--- config.mk ---
export PLATFORM = sky130hd
export DESIGN_NAME = teq_front
export DESIGN_NICKNAME = d
export VERILOG_FILES = /design/src/hdl/teq_pkg.sv /design/src/hdl/teq_front.sv
export SDC_FILE = /design/constraint.sdc
export NUM_CORES = 1
export LEC_CHECK = 0
export ABC_AREA = 1
export BUFFER_PORTS_ARGS = -buffer_cell sky130_fd_sc_hd__buf_2
export CORE_MARGIN = 5
export CORE_UTILIZATION = 45
export CTS_CLUSTER_SIZE = 25
export DETAILED_ROUTE_END_ITERATION = 7
export PLACE_DENSITY = 0.75
export SETUP_SLACK_MARGIN = 0.15
export SLEW_MARGIN = 20
export SYNTH_ARGS = -nofsm -noshare
export SYNTH_HDL_FRONTEND = slang
export SYNTH_SLANG_ARGS = --single-unit
--- constraint.sdc ---
create_clock -name clk -period 4.29 [get_ports clk]
set_input_delay 0.429 -clock clk [delete_from_list [all_inputs] [get_ports clk]]
set_output_delay 0.429 -clock clk [all_outputs]
set_load 0.01 [all_outputs]
--- src/hdl/teq_pkg.sv ---
`timescale 1ns / 1ps
`default_nettype none
package teq_pkg;
	localparam int DefQueueDepth = 32;
	localparam int TimeW = 48;
	localparam logic [TimeW-1:0] TimeMax = {TimeW{1'b1}};

	localparam logic [1:0] KIND_ACK = 2'd0;
	localparam logic [1:0] KIND_FIRE = 2'd1;
	localparam logic [1:0] KIND_IDLE = 2'd2;

	localparam logic ACT_SCHED = 1'b0;
	localparam logic ACT_ADV = 1'b1;

	typedef struct packed {
		logic        action;
		logic [7:0]  type_id;
		logic [31:0] payload;
		logic [TimeW-1:0] due;
		logic [23:0] elapsed;
	} cmd_t;

	function automatic logic [TimeW-1:0] sat_add(input logic [TimeW-1:0] a,
		input logic [TimeW-1:0] b);
		logic [TimeW:0] s;
		s = {1'b0, a} + {1'b0, b};
		return s[TimeW] ? TimeMax : s[TimeW-1:0];
	endfunction
endpackage
`default_nettype wire

--- src/hdl/teq_front.sv ---
`timescale 1ns / 1ps
`default_nettype none
module teq_front import teq_pkg::*; (
	input  wire logic        clk,
	input  wire logic        arst_n,
	input  wire logic        in_valid,
	output logic             in_ready,
	input  wire logic        action,
	input  wire logic [7:0]  type_id,
	input  wire logic [31:0] payload,
	input  wire logic [31:0] delay_us,
	input  wire logic [31:0] type_delay_us,
	input  wire logic [23:0] elapsed_us,
	output logic             cmd_valid,
	input  wire logic        cmd_ready,
	output cmd_t             cmd
);
	// partial due: elapsed + delay + type delay (fits 34 bits, no saturation needed)
	logic [TimeW-1:0] part;
	logic             full_q;
	cmd_t             buf_q;

	always_comb begin
		part = TimeW'(elapsed_us) + TimeW'(delay_us) + TimeW'(type_delay_us);
	end

	assign in_ready = !full_q;
	assign cmd_valid = full_q;
	assign cmd = buf_q;

	always_ff @(posedge clk or negedge arst_n) begin
		if (!arst_n) begin
			full_q <= 1'b0;
		end else if (in_valid && in_ready) begin
			full_q <= 1'b1;
		end else if (cmd_ready) begin
			full_q <= 1'b0;
		end
	end

	always_ff @(posedge clk) begin
		if (in_valid && in_ready) begin
			buf_q <= '{action: action, type_id: type_id, payload: payload,
				due: part, elapsed: elapsed_us};
		end
	end
endmodule
`default_nettype wire

==> metrics.txt <==
Initial Util 0.460; WHS Path Cells 1; clock slew at the register clock pins of the worst setup and hold paths about 70 ps; crit path capture type flip-flop; synthesized area per cell ~9 sq um; Die Area 16000 sq um; FF/Latch Area 3000 sq um; Fin. Hold Viols 0; GRT Overall Usage 0.193; clk root buf clkbuf_16; sw frac 0.342; Fillers about 1200; max incr delay on CP 470 ps; CTS tree built; Setup violations, final 0; sequential-to-total area share from yosys stat 0.492; antenna-violating nets left 0; WP data arrival 2500 ps; Comb pwr share 0.326; Max Clk Rate 0.419 GHz; largest net degree at the start of global routing 57; Antenna diodes 0; clock power share 0.262; WHS Endpoint cmd[98]; sequential share of power 0.412; global-route wire length before repair 24.6 mm; Layout Utilization 0.585; layout cells sized above 1 0.288; peak supply drop 0.195 mV; number of CTS-inserted buffers 9; Gates resized, CTS repair 0; initial antenna violation count 0; drt pass-1 iters 5; r2r endpoint cmd[111]; 1st-iter DRT viols 267; total power draw 3.03 mW; Chip Width 126 um; Post-Syn Instances 658; Synth Cell Area approximately 6100 sq um; Synth area leaders edfxtp_1 49%, nand2_1 14%, fa_1 8.2%, ha_1 8.0%, inv_1 7.6%; RSZ-0062 raised after global routing false; internal power roughly 2 mW; final period utilization 0.557; max cap viols 0; yosys warns 0; clk_lat worst skew 340 ps; Post-synth EDFFs 99; TNS Setup 0 ps; Final HPWL DP 12.9 mm; CP dominant cell by count nand2_1; I/O Pins 248; Worst Hold Slack about 250 ps; max_slew headroom 0.482; Main synth FF type edfxtp_1; Clock Tree Buf Depth 2; vias post-DR 5015; vias in the first global route 4975; Tmin final between 2000 and 2500 ps; core area 13200 sq um; crit-path max FO 4; CTS sink cnt 100; wire length per cell 14.3 um; Avg Vias per Cell 4.62; H-tree level count 3; P_sw 1.04 mW; Synth Register Bits 100; Synth top area share 0.488; ys async rst share 0.0100; routed wire length 15.5 mm; Pins Over Slew Limit 0; PD cells between 300 and 400 nW/um^2; Reg2Reg Depth 4; FF-to-FF setup slack 2670 ps; worst r2r src cmd_valid; kind of critical path input port to flip-flop; DRC viols 0; num rows 42; min-delay src payload[26]; CP Launch Type input port; Crit path required time roughly 4400 ps; global route total overflow 0; status complete, no violations; GPL Wtd Cong approximately 0.9; die height 126 um; Multi-input gate area around 2600 sq um; Worst-Margin Slew ~780 ps; Area growth syn-to-layout 27.1%; Nets roughly 1100; Leakage Power 4.08 nW; PortBufs 233; Netlist cell types 24; Hold Crit Class input port to flip-flop; Cell Chain, Critical Path buf_2 -> fa_1 -> ha_1 -> fa_1 -> nand3_1 -> nand3_1 -> nand2_1 -> nand2_2 -> nand2_1 -> nand2_2 -> nand2_1 -> nand2_1 -> nand2_1 -> nand2_1; clock skew 7.73 ps; setup repair bufs after CTS 0; Post-CTS Hold Fix Bufs 1; largest area contributor in the netlist edfxtp_1; CP max-delay cell fa_1
==> worst max path at each step <==
stage / to / from / cells after the start
floorplan: cmd[0] / cmd_valid / 3
global placement: cmd[53] / delay_us[1] / 14
detailed placement: cmd[53] / delay_us[1] / 14
CTS: cmd[53] / delay_us[1] / 14
global route: cmd[45] / delay_us[1] / 14
finish: cmd[53] / delay_us[1] / 14
==> power groups by stage <==
| stage | Sequential (mW) | Combinational [mW] | Clock [mW] |
|---|---|---|---|
| floorplan | 1.34 | 0.583 | 0 |
| global placement | 1.27 | 0.973 | 0 |
| detailed placement | 1.27 | 0.986 | 0 |
| CTS | 1.25 | 0.995 | 0.813 |
| global route | 1.26 | 1.12 | 0.848 |
| finish | 1.25 | 0.989 | 0.796 |
==> state kept, by name, indices dropped and copies added, names as in the netlist <==
name	cells
cmd_valid	1
cmd	99
==> area by class of cell <==
class	count	share of cell area
inverter	124	0.0604
clock inverter	7	0.00873
sequential	100	0.387
timing repair buffer	236	0.154
clock buffer	9	0.0291
tap	176	0.0284
multi-input combinational	433	0.332
==> critical path, delay by kind of cell <==
kind / cells / cell delay (ps)
adders and majority gates: 3 / 1160
and+or+nand+nor: 10 / 800
buffers and inverters: 1 / 110
==> Yosys cell counts, types with 3 or more instances <==
cell type  instances
edfxtp_1          99
ha_1              39
nand3_1           27
nand2_1          229
xor2_1            14
fa_1              25
nor2_1            39
a21oi_1           21
nand4_1            3
nor3_1             6
nand2_2            7
inv_1            124
buf_4             14
==> routing by layer <==
| layer | routed length (um) | vias up | part of all wire | GRT usage |
|---|---|---|---|---|
| li1 | - | 2540 | - | - |
| met1 | 6360 | 2266 | 0.41 | 0.240 |
| met3 | 1280 | 18 | 0.083 | 0.0500 |
| met5 | 0 | - | 0 | 0 |
| met4 | 263 | 0 | 0.017 | 0.0505 |
| met2 | 7570 | 191 | 0.49 | 0.335 |
==> cell families after synthesis <==
kind of cell / count (synthesis) / synth area share
adders and majority gates: 64 / 0.162
and+or+nand+nor: 315 / 0.208
AOI/OAI and AO/OA: 25 / 0.0220
buffers and inverters: 138 / 0.0937
xor gates and xnor gates: 15 / 0.0216
DFF: 100 / 0.492
other: 1 / 0.000616
==> per-stage QoR <==
step	instances	worst slack (ps)	instance area, sq um
after floorplan	671	1300	6140
after global placement	1068	1560	7440
after detailed placement	1068	1550	7440
after CTS	1085	1910	7740
after global routing	1085	1790	7740
final	1085	1900	7740
==> layout by cell type (no fill, tap or decap), types with 2 or more instances in the layout <==
master	count
nand4_1	3
nand2_1	229
edfxtp_1	99
buf_2	233
inv_6	2
nor2_1	39
nor3_1	6
a21oi_1	21
inv_1	123
clkbuf_16	9
conb_1	14
fa_1	25
buf_4	2
nand3_1	27
clkinv_4	2
ha_1	39
xor2_1	14
nand2_2	7
Power figures use the tool's default switching activity.
